$ cat src/rtl/cubic_hermite_audio_resampler_core_assert.svh
// Assertion macros for the resampler core.
// Used by the top level only.
`ifndef CUBIC_HERMITE_AUDIO_RESAMPLER_CORE_ASSERT_SVH
`define CUBIC_HERMITE_AUDIO_RESAMPLER_CORE_ASSERT_SVH
// implication checked on every edge outside reset
`define CHR_ASSERT_IMP(lbl, a, c) \
  lbl: assert property (@(posedge clk) disable iff (rst) (a) |-> (c)) \
    else $error("assertion failed");
// next-cycle implication
`define CHR_ASSERT_NXT(lbl, a, c) \
  lbl: assert property (@(posedge clk) disable iff (rst) (a) |=> (c)) \
    else $error("assertion failed");
`endif

$ cat src/rtl/chr_pkg.sv
// Package for the resampler: constants, controller/datapath command types.
// No dependencies.
`timescale 1ns / 1ps
package chr_pkg;
  localparam int unsigned PhW = 29;
  localparam int unsigned GainW = 16;
  localparam int unsigned DefChannels = 2;
  localparam int unsigned DefSampleBits = 24;
  localparam int unsigned OutW = 24;
  localparam int unsigned MaxOut = 64;
  localparam logic [PhW-1:0] PhOne = 29'd16777216;
  localparam logic [PhW-1:0] PhHalf = 29'd8388608;
  localparam logic [PhW-1:0] PhMax = 29'h1FFFFFFF;
  localparam logic [1:0] ModeHermite = 2'd0;
  localparam logic [1:0] ModeLinear = 2'd1;
  localparam logic [1:0] RegMode = 2'd0;
  localparam logic [1:0] RegStep = 2'd1;
  localparam logic [1:0] RegGain = 2'd2;
  localparam logic [1:0] RegPrec = 2'd3;

  typedef struct packed {
    logic shift_in;  // load new frame into history
    logic start;     // begin computing one output at current phase
  } chr_cmd_t;

  typedef struct packed {
    logic done;      // datapath result registered
  } chr_sts_t;
endpackage

$ cat src/rtl/chr_ctrl.sv
// Controller: phase accumulator, output count and handshake sequencing.
// Depends on chr_pkg.
`timescale 1ns / 1ps
module chr_ctrl import chr_pkg::*; (
  input  logic           clk,
  input  logic           rst,
  input  logic           in_fire,
  output logic           in_rdy,
  input  logic           out_ready,
  output logic           out_valid,
  output logic           out_last,
  input  logic           step_wr,
  input  logic [PhW-1:0] step,
  output logic [PhW-1:0] phase,
  output chr_cmd_t       cmd,
  input  chr_sts_t       sts
);
  localparam logic [1:0] SIdle = 2'd0;
  localparam logic [1:0] SCalc = 2'd1;
  localparam logic [1:0] SOut = 2'd2;
  localparam logic [1:0] SStart = 2'd3;

  logic [1:0] state;
  logic [6:0] count;
  logic [29:0] psum;
  logic run;
  logic [PhW-1:0] phase_next;

  assign in_rdy = (state == SIdle);
  assign psum = 30'(phase) + 30'(step);
  assign run = (phase <= PhOne) && (count < 7'(MaxOut));
  assign cmd.shift_in = in_fire;
  // only start the datapath when another output is really due
  assign cmd.start = (state == SStart) && run;

  always_comb begin
    phase_next = phase;
    if (state == SStart && !run) begin
      phase_next = (phase > PhOne) ? phase - PhOne : '0;
    end else if (state == SCalc && sts.done) begin
      phase_next = (psum > 30'(PhMax)) ? PhMax : psum[PhW-1:0];
    end
  end

  always_ff @(posedge clk) begin
    if (rst) begin
      state <= SIdle;
      phase <= '0;
      count <= '0;
      out_valid <= 1'b0;
      out_last <= 1'b0;
    end else begin
      phase <= step_wr ? '0 : phase_next;
      unique case (state)
        SIdle: begin
          count <= '0;
          if (in_fire) state <= SStart;
        end
        SStart: begin
          if (run) begin
            state <= SCalc;
          end else begin
            state <= SIdle;
          end
        end
        SCalc: begin
          if (sts.done) begin
            count <= count + 7'd1;
            out_valid <= 1'b1;
            out_last <= ((psum > 30'(PhOne)) || (count == 7'(MaxOut - 1)));
            state <= SOut;
          end
        end
        SOut: begin
          if (out_ready) begin
            out_valid <= 1'b0;
            state <= SStart;
          end
        end
        default: state <= SIdle;
      endcase
    end
  end
endmodule

$ cat config.mk
export PLATFORM = sky130hd
export DESIGN_NAME = chr_ctrl
export DESIGN_NICKNAME = d
export VERILOG_FILES = /design/src/rtl/cubic_hermite_audio_resampler_core_assert.svh /design/src/rtl/chr_pkg.sv /design/src/rtl/chr_ctrl.sv
export SDC_FILE = /design/constraint.sdc
export NUM_CORES = 1
export LEC_CHECK = 0
export BUFFER_PORTS_ARGS = -buffer_cell sky130_fd_sc_hd__buf_2
export CAP_MARGIN = 20
export CORE_ASPECT_RATIO = 1.5
export CORE_UTILIZATION = 38
export CTS_CLUSTER_SIZE = 28
export DETAILED_ROUTE_END_ITERATION = 12
export GPL_TIMING_DRIVEN = 0
export HOLD_SLACK_MARGIN = 0.1
export PLACE_DENSITY = 0.69
export SYNTH_ARGS = -nofsm -noshare
export SYNTH_HDL_FRONTEND = slang
export SYNTH_SLANG_ARGS = --single-unit
$ cat constraint.sdc
create_clock -name clk -period 7 [get_ports clk]
set_input_delay 1.4 -clock clk [delete_from_list [all_inputs] [get_ports clk]]
set_output_delay 1.4 -clock clk [all_outputs]
set_load 0.03 [all_outputs]
# Word-level counts from Yosys, hierarchy flattened
# Index checks and enable logic that the tools add are counted.
[word_totals] ff_bits=40 in_bits=35 output_inout_bits=34 word_cells=49
[classes] n_addsub=3 n_lt_le_gt_ge=5 eq_ne=7 muxes=14 reduce_logical=15
[op_table] operator="2-to-1 mux 29 bit" count=4
[op_table] operator="adder 29 x 29 -> 30 bit" count=1
[op_table] operator="greater-than comparator 30 x 25 -> 1 bit (second input constant)" count=1
[op_table] operator="greater-than comparator 30 x 29 -> 1 bit (second input constant)" count=1
[op_table] operator="greater-than comparator 29 x 25 -> 1 bit (second input constant)" count=1
[op_table] operator="less-or-equal comparator 29 x 25 -> 1 bit (second input constant)" count=1
[op_table] operator="subtractor 29 x 25 -> 29 bit (second input constant)" count=1
[op_table] operator="one-hot mux 7 bit (2 select lines)" count=1
[op_table] operator="one-hot mux 2 bit (4 select lines)" count=1
[op_table] operator="adder 7 x 1 -> 7 bit (second input constant)" count=1
[op_table] operator="== test 7 x 6 -> 1 bit (second input constant)" count=1
[op_table] operator="< comparator 7 bit (second input constant)" count=1
[op_table] operator="2-to-1 mux 7 bit" count=1
[op_table] operator="2-to-1 mux 2 bit" count=3
[op_table] operator="!= test 2 bit (second input constant)" count=3
[op_table] operator="AND reduction 3 bit" count=2
[op_table] operator="nonzero test 2 bit" count=3
[op_table] operator="== test 2 bit (second input constant)" count=2
[op_table] operator="logical AND 1 bit" count=4
[op_table] operator="AND reduction 2 bit" count=2
[op_table] operator="2-to-1 mux 1 bit" count=3
[op_table] operator="== test 2 x 1 -> 1 bit (second input constant)" count=1
[op_table] operator="zero test 2 bit" count=1
[op_table] operator="one-hot mux 1 bit (2 select lines)" count=1
[op_table] operator="other kinds (3)" count=3

# Longest topological paths before layout
# Gate-level depths: netlist (run 1).
[logic_depth] ltp_word=5 ltp_mapped=13 mapped_depth_nobuf=13

# Worst setup path after synthesis (run 1)
# Ideal clock, no wire load.
[synth_path] kind="input port to flip-flop" from="input step[5]" to="register out_last" setup_ns=0.133 arrival_time_ns=4.170 required_time_ns=6.867 slack_ns=2.697 cell_stages=12 path_buffers=1 path_cell_list="ha_1 -> clkbuf_1 -> o211ai_1 -> a2111oi_0 -> o21ai_0 -> a2111o_1 -> nand2_1 -> xor2_1 -> or4_1 -> or4_1 -> a21oi_1 -> a31oi_1"
[synth_via] elab_chain_len=3
[synth_rtl] item="start, declared" line="chr_ctrl.sv:13" rtl="input logic [PhW-1:0] step,"
[synth_rtl] item="adder 29 x 29 -> 30 bit" line="chr_ctrl.sv:30" rtl="assign psum = 30'(phase) + 30'(step);"
[synth_rtl] item="greater-than comparator 30 x 25 -> 1 bit" line="chr_ctrl.sv:70" rtl="out_last <= ((psum > 30'(PhOne)) || (count == 7'(MaxOut - 1)));"
[synth_rtl] item="logical OR 1 bit" line="chr_ctrl.sv:70"
[synth_rtl] item="end signal, assigned" line="chr_ctrl.sv:70"
[synth_rtl] item="end, declared" line="chr_ctrl.sv:11" rtl="output logic out_last,"
# Every way passes these cells.
# A chain may end at the register's enable or synchronous reset.

# Worst setup path after layout (run 1)
# Same ends and word-level chain as after synthesis.

==> out/qor.csv, run 1 <==
metric,value,unit
vias,3878,
regToRegEndpoint,out_last,
pwr-share-seq,0.357,
synthesis.area,0.00357,mm^2
fillers,964,
final_util,0.460,
final_area,0.00423,mm^2
fin_crit_sh,0.667,
synthFlopType,dfxtp_1,
placementRows,43,
synth-edff-count,0,
hold_depth,2,
maxCapViolCount,0,
switchingPower,205,uW
p_comb_frac,0.236,
criticalPathCategory,in2reg,
core,0.00920,mm^2
cts_root_buf,clkbuf_16,
synthCells,483,
clk_pin_slew,60,ps
ys.warnings.count,0,
drv_slew,0,
end_kind,flop,
ant_nets,0,
cts_buffers,5,
track_usage,0.228,
cts_resized,0,
ff2ff_path_depth,12,
ys_ff_latch,40,
h-tree-depth,2,
leakage,1.87,nW
grt-ovfl-total,0,
hold_class,reg2reg,
place_ws,2070,ps
dieArea,0.00979,mm^2
cts_tree,built,
synth_fp_nets,551,
worstMarginPinSlew,534,ps
nets,626,
total_power,676,uW
status,"complete, no violations",
via_per_inst,5.78,
initial_core_util,0.388,
crit_arrival,4820,ps
setup_viol,0,
clk_latency,290,ps
rr_startpoint,phase[5],
whs_endpoint,count[5],
synthArstFlopShare,0,
period_minus_slack,4670,ps
area_growth,18.4,%
hold_viol_final,0,
crit_required,7150,ps
dp_hpwl,8.61,mm
place.gp.congestion,0.903,
postCtsSetupBuffers,0,
syn_avg_cell_area,7.39,um^2
drc,0,
dp_cells,663,
yosysSeqAreaShare,0.224,
drt_pre_antenna_iters,4,
ir_drop,133,uV
io_buffers,68,
ctsLongestPathBuffers,2,
io_pins,69,
fin_skew,6.91,ps
antenna_cells,0,
drt_iter0_drc,157,
slew_headroom,0.641,
p_int,471,uW
fmax,214,MHz
grt_start_max_net_pins,14,
clkSinkCount,40,
fin_worst_hold_slack,491,ps
antenna_found_initial,0,
fin_tns_setup,0,ps
grt_pass1_wl,17.5,mm
dieHeight,121,um
placed_area,0.00405,mm^2
timing.reg2reg.setup_slack,3190,ps
netSwitchingFraction,0.303,
rsz0062_at_grt,false,
die_x,81.1,um
avgRoutedWirePerCell,15.8,um
layout_setup_ws,2330,ps
wl,10.6,mm
grt_pass1_vias,3772,
holdCritStartpoint,count[5],
start_kind,input pin,
power_density,160,mW/mm^2
layout.cells.non_filler,671,
ys_types,60,
crit_fanout,7,
final_layout_size_suffix_gt1_frac,0.161,
power_frac_clock,0.407,
cts_hold_buf,0,
==> final cells by class <==
type | count | area (um^2) | share of cell area
Multi-Input combinational cell | 409 | 2640 | 0.624
Sequential cell | 40 | 801 | 0.189
Timing Repair Buffer | 68 | 340 | 0.0805
Tap cell | 112 | 140 | 0.0331
Clock buffer | 6 | 139 | 0.0328
Buffer | 23 | 90.1 | 0.0213
Inverter | 11 | 41.3 | 0.00977
Clock inverter | 2 | 38.8 | 0.00917
==> power groups by stage <==
stage | Combinational [mW] | Sequential (mW) | Clock, mW
6_report | 0.160 | 0.241 | 0.275
3_5_place_dp | 0.158 | 0.246 | 0
4_1_cts | 0.159 | 0.241 | 0.279
2_1_floorplan | 0.105 | 0.254 | 0
5_1_grt | 0.178 | 0.242 | 0.286
3_3_place_gp | 0.157 | 0.246 | 0
==> cell usage in the layout (no fill, tap or decap), drive strengths merged, types with 6 or more instances in the layout <==
cell / instances
nor3: 14
nor2: 45
o21bai: 7
xor2: 9
xnor2: 13
inv: 11
or3: 6
o211ai: 7
dfxtp: 40
buf: 70
o21a: 7
ha: 32
a21o: 13
o21ai: 39
clkbuf: 27
a21oi: 60
nand3: 11
nand2: 52
nand4: 7
nor4: 8
==> per-layer routing <==
metal | vias up | global-route usage | routed length [um]
li1 | 1951 | - | -
met1 | 1816 | 0.249 | 4250
met2 | 87 | 0.429 | 5790
met3 | 24 | 0.0211 | 253
met4 | 0 | 0.0982 | 339
met5 | - | 0 | 0
==> critical path, stage by stage <==
cell and delay (ps):
buf_2 100, ha_1 260, clkbuf_1 270, o211ai_1 210, a2111oi_0 410, o21ai_0 310
a2111o_1 480, nand2_1 90, xor2_1 80, or4_1 530, or4_1 420, a21oi_1 160
a31oi_1 90
==> flip-flops by register name (all words and copies together), names as in the netlist <==
signal	cells
phase	29
count	7
state	2
out_last	1
out_valid	1
==> worst max-delay path by stage <==
stage | start | endpoint | slack, ps | cells after the start
final | step[5] | out_last | 2330 | 13
after global routing | step[5] | out_last | 2170 | 13
after floorplan | step[5] | out_last | 2700 | 12
after global placement | step[5] | out_last | 2220 | 13
after CTS | step[5] | out_last | 2370 | 13
after detailed placement | step[5] | out_last | 2070 | 13
==> synthesized netlist by cell type (4+ instances only) <==
cell	number	share of area
clkbuf_1	21	0.022
o21ai_0	39	0.055
a31oi_1	4	0.0070
and2_1	5	0.0088
o211ai_1	7	0.015
a21oi_1	57	0.080
nand2_1	52	0.055
xnor2_1	13	0.032
o21a_1	7	0.015
a211o_1	5	0.012
ha_1	32	0.11
nand4_1	7	0.012
nor2_1	44	0.046
a211oi_1	4	0.0084
nor4_1	8	0.014
nand3_1	11	0.015
dfxtp_1	40	0.22
inv_1	11	0.012
nor2b_1	4	0.0070
and3_1	4	0.0070
a21o_1	13	0.027
or3_1	5	0.0088
xor2_1	9	0.022
o21bai_1	7	0.015
nor3_1	14	0.020
nand2b_1	4	0.0070
==> logic make-up (layout without fill, tap and decap cells) <==
logic type	count (synthesis)	count (layout)	share of synthesized area
xor gates and xnor gates	22	22	0.0540
muxes	3	3	0.00841
and+or+nand+nor	177	177	0.243
buffers and inverters	34	110	0.0368
AOI/OAI and AO/OA	174	174	0.315
adders and majority gates	33	33	0.118
DFF	40	40	0.224
(Power assumes the default switching activity.)
==> inputs of run 2 (changes only) <==
Settings changed: PLACE_DENSITY 0.69 to 0.72.
Clock period 7 ns to 3.75 ns, I/O delays scaled along.
==> run 2 against run 1 <==
  * Flip-flop and latch count is the same
  * First-iteration DRC count rose by 14%
  * Clock power is 67% higher
  * Final cell count down 0.15%
  * Global-route usage down 0.24 points
  * Core utilization up 0.26 points
  * Via count is 2.2% higher
  * Critical path depth rose by 2
  * Worst hold slack is essentially flat
  * Count of clock-buffer cells in the layout stayed put
==> out/qor.csv, run 2 (same netlist as run 1, synthesis figures left out) <==
metric,value,unit,change
criticalPathCategory,in2reg,,
layout.cells.non_filler,670,,-0.15%
nets,625,,-0.16%
slew_headroom,0.637,,-0.00334
largest_reg_flops,29,,unchanged
start_kind,input pin,,
layout_setup_ws,99.6,ps,-2230 ps
timing.reg2reg.setup_slack,240,ps,-2950 ps
ir_drop,231,uV,+73%
io_pins,69,,unchanged
clk_latency,290,ps,about the same
area_growth,19.1,%,
h-tree-depth,2,,unchanged
placed_area,0.00405,mm^2,unchanged
dieHeight,121,um,unchanged
leakage,1.86,nW,-0.45%
maxCapViolCount,0,,unchanged
track_usage,0.225,,-0.00241
fin_tns_setup,0,ps,unchanged
cts_tree,built,,
mostFrequentLayoutCell,buf_2,,
crit_fanout,5,,-2
ant_nets,0,,unchanged
status,"complete, no violations",,
dp_hpwl,8.51,mm,-1.2%
crit_arrival,3810,ps,-1010 ps
power_density,285,mW/mm^2,+78%
final_area,0.00425,mm^2,+0.56%
fin_worst_hold_slack,491,ps,+0.0930 ps
rr_startpoint,phase[0],,
cts_buffers,5,,unchanged
hold_depth,2,,unchanged
io_buffers,68,,unchanged
fin_crit_sh,0.973,,
vias,3964,,+2.2%
pwr-share-seq,0.371,,+0.014
final_layout_size_suffix_gt1_frac,0.177,,+0.0164
hold_viol_final,0,,unchanged
antenna_cells,0,,unchanged
initial_core_util,0.388,,unchanged
regToRegEndpoint,out_last,,
ff2ff_path_depth,14,,+2
hold_class,reg2reg,,
rsz0062_at_grt,true,,
dieArea,0.00979,mm^2,unchanged
grt_pass1_vias,3741,,-0.82%
end_kind,flop,,
drc,0,,unchanged
clk_pin_slew,70,ps,about the same
grt_start_max_net_pins,14,,unchanged
drt_iter0_drc,179,,+14%
via_per_inst,5.92,,+2.4%
fmax,274,MHz,
die_x,81.1,um,unchanged
layout_common_cells,"buf_2, a21oi_1, nand2_1",,
grt_pass1_wl,17.4,mm,-0.35%
dp_cells,663,,unchanged
fin_skew,5.65,ps,-1.26 ps
holdCritStartpoint,phase[15],,
wl,10.8,mm,+2.0%
placementRows,43,,unchanged
period_minus_slack,3650,ps,
whs_endpoint,phase[15],,
p_int,812,uW,+73%
worstMarginPinSlew,544,ps,+10.6 ps
drv_slew,0,,unchanged
grt-ovfl-total,0,,unchanged
avgRoutedWirePerCell,16.2,um,+2.2%
biggestRegsByFlops,"phase (29), count (7), state (2)",,
drt_pre_antenna_iters,5,,+1
setup_viol,0,,unchanged
total_power,1.21,mW,+79%
power_frac_clock,0.378,,-0.029
final_util,0.462,,+0.00258
antenna_found_initial,0,,unchanged
ctsLongestPathBuffers,2,,unchanged
cts_root_buf,clkbuf_16,,
place.gp.congestion,0.921,,+2.1%
p_comb_frac,0.251,,+0.015
netSwitchingFraction,0.330,,+0.0262
switchingPower,399,uW,+95%
top_register,phase,,
place_ws,-413,ps,-2480 ps
clkSinkCount,40,,unchanged
crit_required,3910,ps,-3240 ps
core,0.00920,mm^2,unchanged
-- run 2: cell count changes in the layout (fill, tap and decap cells not counted), sizes merged --
cell and change:
buf +2, bufinv -1, clkbuf -3, clkinv -1, clkinvlp +2
-- run 2: routing by layer --
layer  vias to the layer above  global-route usage  share of wire
met5                         -                   0              0
met4                         0               0.109          0.032
met3                        27              0.0181          0.034
met2                       111               0.408           0.53
met1                      1879               0.257           0.40
li1                       1947                   -              -
-- run 2: worst max path at each step --
| stage | startpoint | end | depth (start not counted) | slack, ps |
|---|---|---|---|---|
| after global routing | step[0] | out_last | 15 | -100 |
| after detailed placement | step[5] | out_last | 13 | -410 |
| after CTS | step[0] | out_last | 14 | 3 |
| after global placement | step[5] | out_last | 13 | -350 |
| final | step[0] | out_last | 15 | 100 |
| after floorplan | step[5] | out_last | 12 | 100 |
-- run 2: repair_timing --
| action | CTS | global route |
|---|---|---|
| setup buffers | 0 | 2 |
| endpoints found under the hold margin | 0 | 0 |
| pin swaps | 0 | 1 |
| resized for setup | 1 | 13 |
| hold buffers | 0 | 0 |
| setup endpoints to repair | 1 | 6 |
-- run 2: critical path: stages --
cell and delay, ps:
buf_2 90, ha_1 190, inv_1 60, fa_1 410, nor2b_2 220, o2111ai_1 180, a211oi_2 260, buf_4 170
nor2_4 60, a22oi_1 180, nor2_1 60, or4_1 500, or4_1 420, a21oi_1 160, a31oi_1 90
-- run 2: cell type report --
| type | instances | area (um^2) |
|---|---|---|
| Buffer | 20 | 78.8 |
| Inverter | 11 | 41.3 |
| Clock inverter | 2 | 15.0 |
| Fill cell | 925 | 4950 |
| Multi-Input combinational cell | 409 | 2680 |
| Tap cell | 112 | 140 |
| Timing Repair Buffer | 70 | 355 |
| Clock buffer | 6 | 139 |
| Sequential cell | 40 | 801 |
-- run 2: power by group through the flow --
stage                     Sequential (mW)  Clock [mW]  Combinational [mW]
after global routing                0.450       0.475               0.338
final                               0.449       0.458               0.305
after floorplan                     0.473           0               0.195
after detailed placement            0.459           0               0.296
after global placement              0.458           0               0.293
after CTS                           0.449       0.460               0.298
==> inputs of run 3 (changes only) <==
Settings changed: BUFFER_PORTS_ARGS -buffer_cell sky130_fd_sc_hd__buf_2 to -buffer_cell sky130_fd_sc_hd__clkbuf_2, SKIP_LAST_GASP set to 1.
==> run 3 against run 2 <==
  * Flip-flop and latch count stayed put
  * Fmax is 0.13% higher
  * Largest cell class unchanged
  * Via count is 0.73% lower
  * Setup slack better by 4.8 ps
  * Design area is 0.82% higher
  * Combinational power hardly changed
  * Final cell count stayed put
  * Sequential share of layout area is 0.15 points lower
  * Highest routed layer unchanged
==> out/qor.csv, run 3 (same netlist as run 1, synthesis figures left out) <==
metric,value,unit,change
status,"complete, no violations",,
dieArea,0.00979,mm^2,unchanged
ff2ff_path_depth,14,,unchanged
final_util,0.466,,+0.00381
seqCellArea,801,um^2,unchanged
grt_pass1_vias,3779,,+1.0%
layout_setup_ws,104,ps,+4.85 ps
place.gp.congestion,0.913,,-0.92%
drt_iter0_drc,127,,-29%
clkSinkCount,40,,unchanged
cts_buffers,5,,unchanged
hold_class,reg2reg,,
clk_pin_slew,60,ps,about the same
ant_nets,0,,unchanged
nets,626,,+0.16%
p_comb_frac,0.233,,-0.018
antenna_found_initial,0,,unchanged
drt_pre_antenna_iters,5,,unchanged
placementRows,43,,unchanged
clk_latency,290,ps,about the same
fin_worst_hold_slack,495,ps,+3.95 ps
multi_input_area,0.00268,mm^2,-0.23%
h-tree-depth,2,,unchanged
area_growth,20.1,%,
p_int,925,uW,+14%
antenna_cells,0,,unchanged
ir_drop,165,uV,-28%
fillers,932,,+0.76%
whs_endpoint,phase[11],,
ctsLongestPathBuffers,2,,unchanged
core,0.00920,mm^2,unchanged
worstMarginPinSlew,532,ps,-12.6 ps
holdCritStartpoint,phase[11],,
switchingPower,383,uW,-4.1%
power_frac_clock,0.422,,+0.044
timing.reg2reg.setup_slack,270,ps,+30 ps
drc,0,,unchanged
top_register,phase,,
crit_fanout,4,,-1
io_buffers,68,,unchanged
regToRegEndpoint,out_last,,
total_power,1.31,mW,+8.0%
maxCapViolCount,0,,unchanged
grt_start_max_net_pins,13,,-1
dp_hpwl,8.52,mm,+0.11%
wl,10.8,mm,-0.53%
start_kind,input pin,,
initial_core_util,0.388,,unchanged
rsz0062_at_grt,true,,
place_ws,-387,ps,+25.5 ps
largest_reg_flops,29,,unchanged
crit_required,3900,ps,about the same
fmax,274,MHz,+0.13%
crit_arrival,3800,ps,about the same
io_pins,69,,unchanged
criticalPathCategory,in2reg,,
end_kind,flop,,
biggestRegsByFlops,"phase (29), count (7), state (2)",,
netSwitchingFraction,0.293,,-0.0369
leakage,1.87,nW,+0.71%
power_density,305,mW/mm^2,+7.1%
rr_startpoint,phase[0],,
die_x,81.1,um,unchanged
setup_viol,0,,unchanged
hold_depth,2,,unchanged
fin_crit_sh,0.972,,-0.00129
layout_common_cells,"clkbuf_2, a21oi_1, nand2_1",,
final_layout_size_suffix_gt1_frac,0.177,,unchanged
track_usage,0.225,,-0.000620
fin_skew,8.13,ps,+2.48 ps
mostFrequentLayoutCell,clkbuf_2,,
slew_headroom,0.646,,+0.00843
avgRoutedWirePerCell,16.1,um,-0.53%
hold_viol_final,0,,unchanged
dieHeight,121,um,unchanged
pwr-share-seq,0.344,,-0.027
grt-ovfl-total,0,,unchanged
via_per_inst,5.87,,-0.73%
grt_pass1_wl,17.2,mm,-1.3%
drv_slew,0,,unchanged
vias,3935,,-0.73%
cts_hold_buf,0,,unchanged
cts_root_buf,clkbuf_16,,
period_minus_slack,3650,ps,-4.85 ps
cts_tree,built,,
## run 3: cell count changes in the layout (fill, tap and decap cells not counted), moves of 2 or more
cell	delta
clkinvlp_4	-2
clkbuf_2	+70
bufinv_16	+2
clkbuf_1	-2
ha_1	+2
ha_2	-2
buf_2	-68
## run 3: worst max path at each step
stage               startpoint  endpoint  slack, ps
floorplan              step[5]  out_last        100
global placement       step[5]  out_last       -350
detailed placement     step[5]  out_last       -390
CTS                    step[0]  out_last         20
global route           step[0]  out_last        -80
finish                 step[0]  out_last        100
## run 3: through the flow
step                cell area, um^2  cells  TNS [ps]
floorplan                      3570    483         0
global placement               4050    663      -726
detailed placement             4050    663     -1120
CTS                            4250    671         0
global route                   4290    670      -111
finish                         4290    670         0
## run 3: cell type report
cell class / instances / area share
sequential: 40 / 0.187
clock inverter: 2 / 0.0140
clock buffer: 5 / 0.0292
timing repair buffer: 71 / 0.0846
tap: 112 / 0.0327
inverter: 11 / 0.00963
buffer: 20 / 0.0190
multi-input combinational: 409 / 0.624
## run 3: critical path, cell delays in order
cell and delay, ps:
clkbuf_2 100, ha_1 240, inv_1 90, fa_2 250
nor2b_4 60, o2111a_1 260, or3_1 390, a21oi_1 180
xnor2_1 130, nor4_2 370, nand4_1 190, or4_1 550
a21oi_1 160, a31oi_1 90
## run 3: power by group through the flow
stage,Combinational (mW),Clock (mW),Sequential (mW)
2_1_floorplan,0.195,0,0.473
3_3_place_gp,0.293,0,0.459
3_5_place_dp,0.297,0,0.460
4_1_cts,0.300,0.556,0.450
5_1_grt,0.337,0.568,0.451
6_report,0.305,0.553,0.450
## run 3: what timing repair did
| item | 4_1_cts | 5_1_grt |
|---|---|---|
| pin swaps | 1 | 1 |
| endpoints found under the setup margin | 1 | 12 |
| gates resized for setup | 2 | 15 |
| setup buffers | 2 | 1 |
## run 3: layer usage
metal,vias up,global-route usage,part of all wire
met5,-,0,0
met1,1842,0.236,0.38
met2,113,0.415,0.53
met3,35,0.0234,0.037
li1,1945,-,-
met4,0,0.132,0.045
